File: src/design/ook_pwm_frame_encoder_assert.svh
// Assertion macros shared by the encoder RTL.
// All of them sample on clk_i and are disabled while rst_ni is low.
`ifndef OOK_PWM_FRAME_ENCODER_ASSERT_SVH
`define OOK_PWM_FRAME_ENCODER_ASSERT_SVH

// Same-cycle implication.
`define OOKPWM_ASSERT_IMP(lbl, ante, cons, msg) \
  lbl: assert property (@(posedge clk_i) disable iff (!rst_ni) (ante) |-> (cons)) \
    else $error(msg);

// Next-cycle implication.
`define OOKPWM_ASSERT_NXT(lbl, ante, cons, msg) \
  lbl: assert property (@(posedge clk_i) disable iff (!rst_ni) (ante) |=> (cons)) \
    else $error(msg);

`endif

File: src/design/ookpwm_pkg.sv
package ookpwm_pkg;

  localparam int unsigned FrameBits = 24;

  // Command field values
  localparam logic [2:0] CMD_STOP     = 3'd0;
  localparam logic [2:0] CMD_FORWARD  = 3'd1;
  localparam logic [2:0] CMD_BACKWARD = 3'd2;
  localparam logic [2:0] CMD_LEFT     = 3'd3;
  localparam logic [2:0] CMD_RIGHT    = 3'd4;

  // Frame codes for the low nibble
  localparam logic [3:0] CODE_STOP     = 4'h0;
  localparam logic [3:0] CODE_FORWARD  = 4'h1;
  localparam logic [3:0] CODE_BACKWARD = 4'h2;
  localparam logic [3:0] CODE_LEFT     = 4'h4;
  localparam logic [3:0] CODE_RIGHT    = 4'h8;

  typedef enum logic [2:0] {
    CFG_DEVICE_ADDRESS    = 3'd0,
    CFG_REPEAT_COUNT      = 3'd1,
    CFG_AMPLITUDE         = 3'd2,
    CFG_SAMPLES_PER_PULSE = 3'd3,
    CFG_SYNC_PULSES       = 3'd4,
    CFG_BIT_PULSES        = 3'd5
  } cfg_idx_e;

  typedef enum logic [1:0] {
    PH_SYNC_HI = 2'd0,
    PH_SYNC_LO = 2'd1,
    PH_BIT_HI  = 2'd2,
    PH_BIT_LO  = 2'd3
  } phase_e;

  typedef struct packed {
    logic        start_req;
    logic [2:0]  command;
  } in_req_t;

  typedef struct packed {
    logic        active;
    logic        level;
    logic [14:0] i_sample;
    logic        last;
  } out_rsp_t;

  typedef struct packed {
    logic [19:0] device_address;
    logic [3:0]  repeat_count;
    logic [14:0] amplitude;
    logic [11:0] samples_per_pulse;
    logic [15:0] sync_pulses;
    logic [31:0] bit_pulses;
  } cfg_t;

  function automatic logic [3:0] cmd_code(logic [2:0] cmd);
    logic [3:0] code;
    case (cmd)
      CMD_FORWARD:  code = CODE_FORWARD;
      CMD_BACKWARD: code = CODE_BACKWARD;
      CMD_LEFT:     code = CODE_LEFT;
      CMD_RIGHT:    code = CODE_RIGHT;
      default:      code = CODE_STOP;
    endcase
    return code;
  endfunction

endpackage

File: src/design/ookpwm_cfg.sv
module ookpwm_cfg (
  input  logic                clk_i,
  input  logic                rst_ni,
  input  logic                cfg_valid_i,
  output logic                cfg_ready_o,
  input  logic [2:0]          cfg_index_i,
  input  logic [31:0]         cfg_data_i,
  output ookpwm_pkg::cfg_t    cfg_o
);
  import ookpwm_pkg::*;

  cfg_t cfg_q;
  cfg_t cfg_d;

  assign cfg_ready_o = 1'b1;

  always_comb begin
    cfg_d = cfg_q;
    if (cfg_valid_i) begin
      case (cfg_idx_e'(cfg_index_i))
        CFG_DEVICE_ADDRESS:    cfg_d.device_address    = cfg_data_i[19:0];
        CFG_REPEAT_COUNT:      cfg_d.repeat_count      = cfg_data_i[3:0];
        CFG_AMPLITUDE:         cfg_d.amplitude         = cfg_data_i[14:0];
        CFG_SAMPLES_PER_PULSE: cfg_d.samples_per_pulse = cfg_data_i[11:0];
        CFG_SYNC_PULSES:       cfg_d.sync_pulses       = cfg_data_i[15:0];
        CFG_BIT_PULSES:        cfg_d.bit_pulses        = cfg_data_i;
        default:               cfg_d = cfg_q;  // unmapped index, dropped
      endcase
    end
  end

  always_ff @(posedge clk_i or negedge rst_ni) begin
    if (!rst_ni) begin
      cfg_q.device_address    <= 20'd0;
      cfg_q.repeat_count      <= 4'd1;
      cfg_q.amplitude         <= 15'h7FFF;
      cfg_q.samples_per_pulse <= 12'd1;
      cfg_q.sync_pulses       <= 16'd0;
      cfg_q.bit_pulses        <= 32'd0;
    end else begin
      cfg_q <= cfg_d;
    end
  end

  assign cfg_o = cfg_q;

endmodule

File: src/design/ookpwm_step.sv
module ookpwm_step (
  input  logic                  clk_i,
  input  logic                  rst_ni,
  input  logic                  en_i,
  input  ookpwm_pkg::in_req_t   req_i,
  input  ookpwm_pkg::cfg_t      cfg_i,
  output ookpwm_pkg::out_rsp_t  rsp_o
);
  import ookpwm_pkg::*;

  logic        busy_q, busy_d;
  logic [23:0] frame_q, frame_d;
  logic [4:0]  bit_q, bit_d;
  phase_e      phase_q, phase_d;
  logic [19:0] cnt_q, cnt_d;
  logic [3:0]  rep_q, rep_d;

  // State as seen by this tick, after a possible start
  logic        start;
  logic        busy_v;
  logic [23:0] frame_v;
  logic [4:0]  bit_v;
  phase_e      phase_v;
  logic [19:0] cnt_v;
  logic [3:0]  rep_v;

  logic [4:0]  idx_c;
  logic [4:0]  bit_sel;
  logic        cur_bit;
  logic [7:0]  pulses;
  logic [19:0] seg_len;
  logic [19:0] seg_len_eff;
  logic [19:0] cnt_inc;
  logic        seg_done;
  logic [3:0]  rep_inc;
  logic [3:0]  reps;
  logic        level;
  logic        last;

  assign start   = !busy_q && req_i.start_req;
  assign busy_v  = busy_q || start;
  assign frame_v = start ? {cfg_i.device_address, cmd_code(req_i.command)} : frame_q;
  assign bit_v   = start ? 5'd0 : bit_q;
  assign phase_v = start ? PH_SYNC_HI : phase_q;
  assign cnt_v   = start ? 20'd0 : cnt_q;
  assign rep_v   = start ? 4'd0 : rep_q;

  assign idx_c   = (bit_v > 5'(FrameBits - 1)) ? 5'(FrameBits - 1) : bit_v;
  assign bit_sel = 5'(FrameBits - 1) - idx_c;
  assign cur_bit = frame_v[bit_sel];

  always_comb begin
    case (phase_v)
      PH_SYNC_HI: pulses = cfg_i.sync_pulses[15:8];
      PH_SYNC_LO: pulses = cfg_i.sync_pulses[7:0];
      PH_BIT_HI:  pulses = cur_bit ? cfg_i.bit_pulses[31:24] : cfg_i.bit_pulses[15:8];
      PH_BIT_LO:  pulses = cur_bit ? cfg_i.bit_pulses[23:16] : cfg_i.bit_pulses[7:0];
      default:    pulses = 8'd0;
    endcase
  end

  // 8 x 12 product always fits 20 bits
  assign seg_len     = 20'(pulses) * 20'(cfg_i.samples_per_pulse);
  assign seg_len_eff = (seg_len == 20'd0) ? 20'd1 : seg_len;
  assign cnt_inc     = cnt_v + 20'd1;
  assign seg_done    = cnt_inc >= seg_len_eff;
  assign rep_inc     = rep_v + 4'd1;
  assign reps        = (cfg_i.repeat_count == 4'd0) ? 4'd1 : cfg_i.repeat_count;
  assign level       = !phase_v[0];

  always_comb begin
    busy_d  = busy_v;
    frame_d = frame_v;
    bit_d   = bit_v;
    phase_d = phase_v;
    cnt_d   = cnt_v;
    rep_d   = rep_v;
    last    = 1'b0;
    if (busy_v) begin
      cnt_d = cnt_inc;
      if (seg_done) begin
        cnt_d = 20'd0;
        case (phase_v)
          PH_SYNC_HI: phase_d = PH_SYNC_LO;
          PH_SYNC_LO: begin
            phase_d = PH_BIT_HI;
            bit_d   = 5'd0;
          end
          PH_BIT_HI:  phase_d = PH_BIT_LO;
          default: begin
            if (bit_v < 5'(FrameBits - 1)) begin
              bit_d   = bit_v + 5'd1;
              phase_d = PH_BIT_HI;
            end else begin
              rep_d = rep_inc;
              if (rep_inc >= reps) begin
                busy_d = 1'b0;
                last   = 1'b1;
              end
              phase_d = PH_SYNC_HI;
              bit_d   = 5'd0;
            end
          end
        endcase
      end
    end
  end

  always_comb begin
    rsp_o.active   = busy_v;
    rsp_o.level    = busy_v && level;
    rsp_o.i_sample = (busy_v && level) ? cfg_i.amplitude : 15'd0;
    rsp_o.last     = last;
  end

  always_ff @(posedge clk_i or negedge rst_ni) begin
    if (!rst_ni) begin
      busy_q  <= 1'b0;
      frame_q <= 24'd0;
      bit_q   <= 5'd0;
      phase_q <= PH_SYNC_HI;
      cnt_q   <= 20'd0;
      rep_q   <= 4'd0;
    end else if (en_i) begin
      busy_q  <= busy_d;
      frame_q <= frame_d;
      bit_q   <= bit_d;
      phase_q <= phase_d;
      cnt_q   <= cnt_d;
      rep_q   <= rep_d;
    end
  end

endmodule

File: src/design/ook_pwm_frame_encoder.sv
// OOK/PWM remote frame encoder, one output sample per input sample tick.
//
// Input channel (in_valid_i / in_stall_o / in_req_i): one request per sample
// tick, carrying start_req and command. A start while idle latches a 24-bit
// frame {device_address, command code} and that same tick gives the first sync
// high sample; a start while busy is ignored.
// Output channel (out_valid_o / out_stall_i / out_rsp_o): exactly one result
// per request: active, level, i_sample (amplitude when high), last.
// Config channel (cfg_valid_i / cfg_ready_o / cfg_index_i / cfg_data_i): always
// ready; index 0..5 selects address, repeat count, amplitude, samples per
// pulse, sync pulses, bit pulses. Other indexes are dropped.
// Path: a taken request goes from the input register to the result register.
// Throughput: one request per cycle while not stalled; the input register feeds
// one pass of segment-length multiply and compare into the result register.
// Stall: while the result register is held, a single request waits in the
// input register and in_stall_o rises only once that register is occupied.
// Reset: both registers empty, encoder idle, config at its defaults.
`include "ook_pwm_frame_encoder_assert.svh"

module ook_pwm_frame_encoder (
  input  logic                  clk_i,
  input  logic                  rst_ni,
  input  logic                  in_valid_i,
  output logic                  in_stall_o,
  input  ookpwm_pkg::in_req_t   in_req_i,
  output logic                  out_valid_o,
  input  logic                  out_stall_i,
  output ookpwm_pkg::out_rsp_t  out_rsp_o,
  input  logic                  cfg_valid_i,
  output logic                  cfg_ready_o,
  input  logic [2:0]            cfg_index_i,
  input  logic [31:0]           cfg_data_i
);
  import ookpwm_pkg::*;

  cfg_t     cfg;
  in_req_t  s1_req_q;
  logic     s1_valid_q, s1_valid_d;
  out_rsp_t step_rsp;
  out_rsp_t out_rsp_q;
  logic     out_valid_q, out_valid_d;
  logic     adv;
  logic     in_take;

  ookpwm_cfg u_cfg (
    .clk_i       (clk_i),
    .rst_ni      (rst_ni),
    .cfg_valid_i (cfg_valid_i),
    .cfg_ready_o (cfg_ready_o),
    .cfg_index_i (cfg_index_i),
    .cfg_data_i  (cfg_data_i),
    .cfg_o       (cfg)
  );

  // Move the held request into the result register when that slot frees up
  assign adv        = s1_valid_q && (!out_valid_q || !out_stall_i);
  assign in_stall_o = s1_valid_q && !adv;
  assign in_take    = in_valid_i && !in_stall_o;

  ookpwm_step u_step (
    .clk_i  (clk_i),
    .rst_ni (rst_ni),
    .en_i   (adv),
    .req_i  (s1_req_q),
    .cfg_i  (cfg),
    .rsp_o  (step_rsp)
  );

  always_comb begin
    s1_valid_d = s1_valid_q;
    if (in_take) begin
      s1_valid_d = 1'b1;
    end else if (adv) begin
      s1_valid_d = 1'b0;
    end
    out_valid_d = adv ? 1'b1 : (out_valid_q && out_stall_i);
  end

  always_ff @(posedge clk_i or negedge rst_ni) begin
    if (!rst_ni) begin
      s1_valid_q  <= 1'b0;
      out_valid_q <= 1'b0;
    end else begin
      s1_valid_q  <= s1_valid_d;
      out_valid_q <= out_valid_d;
    end
  end

  always_ff @(posedge clk_i) begin
    if (in_take) begin
      s1_req_q <= in_req_i;
    end
    if (adv) begin
      out_rsp_q <= step_rsp;
    end
  end

  assign out_valid_o = out_valid_q;
  assign out_rsp_o   = out_rsp_q;

  `OOKPWM_ASSERT_IMP(a_stall_needs_held_req, in_stall_o, s1_valid_q,
                     "input stalled with empty input register")
  `OOKPWM_ASSERT_IMP(a_no_adv_into_held, out_valid_q && out_stall_i, !adv,
                     "result register overwritten while stalled")
  `OOKPWM_ASSERT_IMP(a_last_is_active, out_valid_q && out_rsp_q.last, out_rsp_q.active,
                     "last flagged on an idle sample")
  `OOKPWM_ASSERT_NXT(a_adv_fills_out, adv, out_valid_q,
                     "advanced request did not reach the result register")

endmodule
File: config.mk
export PLATFORM = sky130hd
export DESIGN_NAME = ook_pwm_frame_encoder
export DESIGN_NICKNAME = d
export VERILOG_FILES = /design/src/design/ookpwm_pkg.sv /design/src/design/ookpwm_cfg.sv /design/src/design/ookpwm_step.sv /design/src/design/ook_pwm_frame_encoder.sv
export VERILOG_INCLUDE_DIRS = /design/src /design/src/design
export SDC_FILE = /design/constraint.sdc
export NUM_CORES = 1
export LEC_CHECK = 0
export BUFFER_PORTS_ARGS = -buffer_cell sky130_fd_sc_hd__buf_2
export CORE_MARGIN = 1
export CORE_UTILIZATION = 50
export DETAILED_ROUTE_END_ITERATION = 8
export GPL_TIMING_DRIVEN = 0
export PLACE_DENSITY_LB_ADDON = 0.05
export SYNTH_ARGS = -nofsm -noshare
export SYNTH_HDL_FRONTEND = slang
export SYNTH_SLANG_ARGS = --single-unit
export TNS_END_PERCENT = 20
File: constraint.sdc
create_clock -name clk_i -period 11.5 [get_ports clk_i]
set_input_delay 1.15 -clock clk_i [delete_from_list [all_inputs] [get_ports clk_i]]
set_output_delay 1.15 -clock clk_i [all_outputs]
set_load 0.1 [all_outputs]
* Yosys cells after proc, flatten, opt, wreduce, memory -nomap -nowiden *
Cells that the tools add are included.

operators by class
  reductions and logical operators = 28
  add/subtract/negate cells = 4
  bitwise logic cells = 2
  eq/ne operators = 12
  multiply operators = 1
  order comparisons = 5
  multiplexer cells = 37

operators by type and width
  operator                 number
  $mux W20                 4
  $pmux W8 S4              1
  $mux W5                  5
  $mux W24                 1
  $mux W4                  6
  $add A20 B1 Y20 const B  1
  $ge A20 B20 Y1           1
  $logic_not A20 Y1        1
  $mul A8 B12 Y20          1
  $mux W8                  2
  $pmux W4 S4              1
  $eq A3 B2 Y1 const B     4
  $reduce_and A2 Y1        6
  $mux W1                  10
  $pmux W5 S2              1
  $eq A3 B3 Y1 const B     3
  $mux W2                  4
  $eq A3 B1 Y1 const B     2
  $logic_and A1 B1 Y1      6
  $logic_not A1 Y1         6
  $lt A5 B6 Y1 const B     1
  $pmux W2 S3              1
  $reduce_or A6 Y1         1
  $add A5 B1 Y5 const B    1
  16 further kinds         19

storage, ports and cells
  bits of input ports = 44
  logic and storage cells = 109
  output and inout port bits = 21
  register bits = 179

* Longest topological paths before layout *
  word-level depth = 16
  depth in mapped cells = 41
  mapped depth without buffers = 37

* Hierarchy *
Synthesis repeated with hierarchy kept, for this count alone.

second synthesis, totals
  cell total of the unflattened synthesis = 1094
  area, all modules = 11932.7 um2

modules (own cells, without submodules)
  module                 seq. area each (um2)  area each (um2)  times used  cells each
  ookpwm_step            1401.3                7437.1           1           848
  ookpwm_cfg             2498.6                3742.3           1           216
  ook_pwm_frame_encoder  710.7                 753.2            1           30

* Worst setup path before layout *
No wires, ideal clock.

  path kind = register to register
  start point = reg u_step.bit_q[0]
  end point = reg u_step.bit_q[2]
  buffers on the path = 3
  setup slack = 2.717 ns
  period minus slack after synthesis = 8.783 ns
  arrival time = 8.643 ns
  cell stages (with the launch flop) = 39
  library setup time = 0.139 ns
  data required time = 11.361 ns
  cells stage by stage = dfrtp_1 buf_4 a21oi_2 mux2_2 or3_1 o211ai_2 a211oi_4 buf_6 mux2_4 a222oi_1 mux2i_1 buf_2 and2_1 fa_1 fa_1 fa_1 inv_1 fa_1 [3 not listed] a21o_1 a221oi_1 o221ai_1 a21o_1 a21oi_1 xor2_1 and4_1 a22o_1 ha_1 nand2b_1 a211o_1 a21oi_1 o21ai_0 a21oi_1 o311ai_1 nand2_1 o311ai_0 o21ai_0

between the ends
  cells in the longest elaborated chain, start to end = 14
  elaborated cells between the ends (all ways) = 19
  those cells by class = add/sub (2); mul (1); order compare (3); mux (12); reduce/logical (1)

ends and longest elaborated chain
  item                               line                                  source
  start: declaration                 ookpwm_step.sv:13                     logic [4:0] bit_q, bit_d;
  start signal: assignment           ookpwm_step.sv:127                    bit_q <= bit_d;
  $mux W5 (*)                        ookpwm_step.sv:43                     assign bit_v = start ? 5'd0 : bit_q;
  $gt A5 B5 Y1                       ookpwm_step.sv:48                     assign idx_c = (bit_v > 5'(FrameBits - 1)) ? 5'(FrameBits - 1) : bit_v;
  $mux W5                            ookpwm_step.sv:48
  $sub A5 B5 Y5                      ookpwm_step.sv:49                     assign bit_sel = 5'(FrameBits - 1) - idx_c;
  $bmux W1 S5                        ookpwm_step.sv:50                     assign cur_bit = frame_v[bit_sel];
  $mux W1 (implied by the code)      ookpwm_step.sv:50
  $mux W8, on equally long branches  ookpwm_step.sv:57, ookpwm_step.sv:56
  $pmux W8 S4                        ookpwm_step.sv:53                     case (phase_v)
  $mul A8 B12 Y20                    ookpwm_step.sv:63                     assign seg_len = 20'(pulses) * 20'(cfg_i.samples_per_pulse);
  $logic_not A20 Y1                  ookpwm_step.sv:64                     assign seg_len_eff = (seg_len == 20'd0) ? 20'd1 : seg_len;
  $mux W20                           ookpwm_step.sv:64
  $ge A20 B20 Y1                     ookpwm_step.sv:66                     assign seg_done = cnt_inc >= seg_len_eff;
  $mux W5 (*)                        ookpwm_step.sv:81                     if (seg_done) begin
  $mux W5 (*)                        ookpwm_step.sv:79                     if (busy_v) begin

Mark *: on every way between the ends. The rest lies on a longest branch, timed or not. The select of a mux whose other input is x is not followed.
A chain may end at the register's enable or synchronous reset.

* Worst setup path after layout *
  start point = reg s1_req_q[3] in the netlist's numbering
  end point = reg u_step.bit_q[3]

between the ends
  cells in the longest elaborated chain, start to end = 15
  elaborated cells between the ends (all ways) = 30
  those cells by class = add/sub (3); mul (1); order compare (3); eq/ne (3); mux (15); reduce/logical (5)

ends and longest elaborated chain
  item                               line                                  source
  start: declaration                 ook_pwm_frame_encoder.sv:37           in_req_t s1_req_q;
  start signal: assignment           ook_pwm_frame_encoder.sv:91           s1_req_q <= in_req_i;
  $logic_and A1 B1 Y1 (*)            ookpwm_step.sv:40                     assign start = !busy_q && req_i.start_req;
  $mux W5                            ookpwm_step.sv:43
  $gt A5 B5 Y1                       ookpwm_step.sv:48
  $mux W5                            ookpwm_step.sv:48
  $sub A5 B5 Y5                      ookpwm_step.sv:49
  $bmux W1 S5                        ookpwm_step.sv:50
  $mux W1 (implied by the code)      ookpwm_step.sv:50
  $mux W8, on equally long branches  ookpwm_step.sv:57, ookpwm_step.sv:56
  $pmux W8 S4                        ookpwm_step.sv:53
  $mul A8 B12 Y20                    ookpwm_step.sv:63
  $logic_not A20 Y1                  ookpwm_step.sv:64
  $mux W20                           ookpwm_step.sv:64
  $ge A20 B20 Y1                     ookpwm_step.sv:66
  $mux W5                            ookpwm_step.sv:81
  $mux W5 (*)                        ookpwm_step.sv:79

Marks and branches as above.

==> flow_metrics.env <==
export IMPL_htree_levels=4
export IMPL_die_h_um=157
export IMPL_start_util_pct=50.9
export IMPL_max_slew_margin_rel_pct=14.8
export IMPL_syn_num_nets=1276
export IMPL_drc_errors=0
export IMPL_synth_top_area_share_pct=29.3
export IMPL_yosysSeqAreaShare_pct=38.6
export IMPL_grt_pass1_vias=8479
export IMPL_drv_cap=0
export IMPL_port_buffers=63
export IMPL_cp_arrival_ps=10950
export IMPL_dieArea_um2=24500
export IMPL_synth_cell_type_count=78
export IMPL_rsz0062_at_grt="false"
export IMPL_worstSetupStartpointType="register"
export IMPL_final_setup_viol_count=0
export IMPL_crit_path_max_fanout=10
export IMPL_fin_skew_ps=16.5
export IMPL_netlist_area_um2=11900
export IMPL_synth_edff_count=22
export IMPL_yosys_warnings=0
export IMPL_dr_pass1_iters=5
export IMPL_hold_class="register to register"
export IMPL_cts_path_max_buffers=2
export IMPL_tritoncts="done"
export IMPL_layout_drive_gt1_share_pct=23.3
export IMPL_wire_per_inst_um=18.3
export IMPL_area_growth_pct=11.2
export IMPL_outcome="completed"
export IMPL_critical_path_required_ps=11810
export IMPL_wirelength_um=27700
export IMPL_synthArstFlopShare_pct=87.7
export IMPL_clkLatencyLatePin_ps=450
export IMPL_drv_slew=0
export IMPL_synth_cells=1100
export IMPL_grt_ovfl_total=0
export IMPL_tightest_slew_ps=1270
export IMPL_grt_pass1_wl_um=45000
export IMPL_hold_violations=0
export IMPL_cp_slowest_stage_delay_ps=560
export IMPL_cts_made_buffers=17
export IMPL_drt_iter0_markers=639
export IMPL_grt_util_met2_pct=39.8
export IMPL_routabilityCongestion=0.860
export IMPL_num_rows=56
export IMPL_crit_slowest_cell="fa_1"
export IMPL_avgSynthCellArea_um2=10.9
export IMPL_fillerInstances=2081
export IMPL_io_pins=65
export IMPL_clockRootBuffer="clkbuf_16"
export IMPL_path_clk_slew_ps=70
export IMPL_period_minus_slack_ps=10640
export IMPL_vias=8404
export IMPL_viasPerCell=5.55
export IMPL_top_usage_layer="met2"
export IMPL_met1_usage_pct=33.4
export IMPL_period_share_pct=92.5
export IMPL_antenna_cells=0
export IMPL_yosys_area_top_type="dfrtp_1"
export IMPL_die_x_um=157
export IMPL_antenna_found_initial=0
export IMPL_critical_path_class="register to register"
export IMPL_synthFlopType="dfrtp_1"
export IMPL_yosys_top_cells_area="dfrtp_1 29%, mux2_2 12%, fa_1 10%"
export IMPL_cp_end_kind="register"
export IMPL_grt_max_degree=113
export IMPL_use_met3_pct=3.16
export IMPL_regToRegSetupSlack_ps=860
export IMPL_finalInstanceArea_um2=13300
export IMPL_ys_ff_latch=179
export IMPL_cts_setup_buffers=0
export IMPL_hpwlAfterDp_um=21000
export IMPL_postRouteAntennaNets=0
export IMPL_core_um2=23500
export IMPL_dpl_cell_area_um2=12700
export IMPL_max_freq_mhz=94.0
export IMPL_gr_usage_all_layers_pct=24.0
export IMPL_numClockSinks=179
export IMPL_fin_nets=1359
export IMPL_setup_tns_ps=0
## cell type report
type	instances	area (µm²)	share of cell area [%]
Inverter	99	372	2.80
Sequential cell	179	4610	34.7
Multi-Input combinational cell	776	6780	51.0
Clock buffer	18	429	3.23
Clock inverter	14	136	1.03
Timing Repair Buffer	64	353	2.66
Buffer	46	210	1.58
Tap cell	319	399	3.00
## critical path, delay by kind of cell, from the launching register on
kind	cells	cell delay, ps
AOI/OAI and AO/OA	14	2810
DFF	1	510
adders and majority gates	7	2860
buffers and inverters	10	2560
muxes	1	450
xor gates and xnor gates	1	260
and+or+nand+nor	6	1020
## routing by layer
metal  vias up  share of wire [%]
li1       3960                  -
met1      4261                 48
met2       160                 48
met3        23                3.1
met4         0                1.1
met5         -                  0
## Yosys cell counts (3+ instances only)
cell      number
nand4b_1       3
a21o_1        10
nor2b_1        4
o211ai_1       4
xor2_1        18
ha_1          72
clkbuf_1      29
nor3_1         9
inv_1         98
mux2_2       129
mux2_4         5
dfrtp_1      140
buf_2         10
a31oi_1        4
xnor2_1       16
fa_1          60
a222oi_1       7
and3_1         7
a21oi_1       20
nand2_1       91
o21ai_0       35
buf_1          3
o221ai_1       5
o41ai_1       12
or3_1          8
nor2_1        42
nor4_1         5
nand4_1       10
edfxtp_1      22
and2_1        94
nor3b_1        4
nand3_1       27
o31ai_1        5
and4_1         4
mux2i_1        9
dfstp_2       17
nand2b_1      10
## through the flow
step	setup WS (ps)	cells	util, %	hold WS, ps
6_report	859	1515	56.6	490
3_3_place_gp	354	1482	53.9	463
4_1_cts	235	1515	56.5	495
5_1_grt	164	1515	56.6	511
2_1_floorplan	2720	1100	-	438
3_5_place_dp	323	1483	54.1	476
## final timing paths
check,from,endpoint,cells after the start
worst max-delay path,s1_req_q[3]$_DFFE_PP_,u_step.bit_q[3]$_DFFE_PN0P_,39
worst min-delay path,u_step.frame_q[1]$_DFFE_PN0P_,u_step.frame_q[1]$_DFFE_PN0P_,2
min in group asynchronous,rst_ni,u_step.cnt_q[16]$_DFFE_PN0P_,1
max in group asynchronous,rst_ni,u_cfg.cfg_o[92]$_DFFE_PN0P_,2
worst max register to register,s1_req_q[3]$_DFFE_PP_,u_step.bit_q[3]$_DFFE_PN0P_,39
worst min register to register,u_step.frame_q[1]$_DFFE_PN0P_,u_step.frame_q[1]$_DFFE_PN0P_,2
## flip-flops by register name (all words and copies together), names as in the netlist
signal / cells
u_cfg.cfg_o: 99
u_step.frame_q: 24
u_step.cnt_q: 20
out_rsp_o: 18
u_step.bit_q: 5
s1_req_q: 4
u_step.rep_q: 4
u_step.phase_q: 2
out_valid_o: 1
s1_valid_q: 1
u_step.busy_q: 1
## placed cells by master, fill, tap and decap left out, types with 5 or more instances in the layout
| cell | count |
|---|---|
| nand2b_1 | 10 |
| mux2_4 | 5 |
| inv_8 | 5 |
| nand2_1 | 91 |
| a222oi_1 | 7 |
| ha_1 | 72 |
| dfstp_2 | 17 |
| mux2i_1 | 9 |
| mux2_2 | 129 |
| clkbuf_16 | 17 |
| dfrtp_1 | 140 |
| nand4_1 | 10 |
| or3_1 | 8 |
| xor2_1 | 18 |
| a21oi_1 | 20 |
| nor4_1 | 5 |
| a21o_1 | 10 |
| buf_2 | 72 |
| fa_1 | 60 |
| o221ai_1 | 5 |
| and3_1 | 7 |
| o41ai_1 | 12 |
| edfxtp_1 | 22 |
| nor3_1 | 9 |
| o21ai_0 | 35 |
| xnor2_1 | 16 |
| nor2_1 | 42 |
| and2_1 | 94 |
| nand3_1 | 27 |
| clkbuf_1 | 28 |
| inv_1 | 98 |
| o31ai_1 | 5 |
## kinds of logic after synthesis
group	Yosys count	synth area share, %
AND/OR/NAND/NOR	327	14.3
flip-flops	179	38.6
multiplexers	145	13.8
buffers and inverters	145	4.85
AO/OA/AOI/OAI	137	8.25
adder cells (fa/ha/maj)	132	17.6
XOR/XNOR	34	2.49
other	1	0.0314
## repair_timing
item / in CTS / in global routing
gates resized for setup: 0 / 6
hold buffers: 0 / 0
endpoints found under the hold margin: 0 / 0
endpoints found under the setup margin: 0 / 33
Power is left out: the tool's default activity adds up to more than one toggle a clock period on the data nets, which glitch-free logic cannot reach.
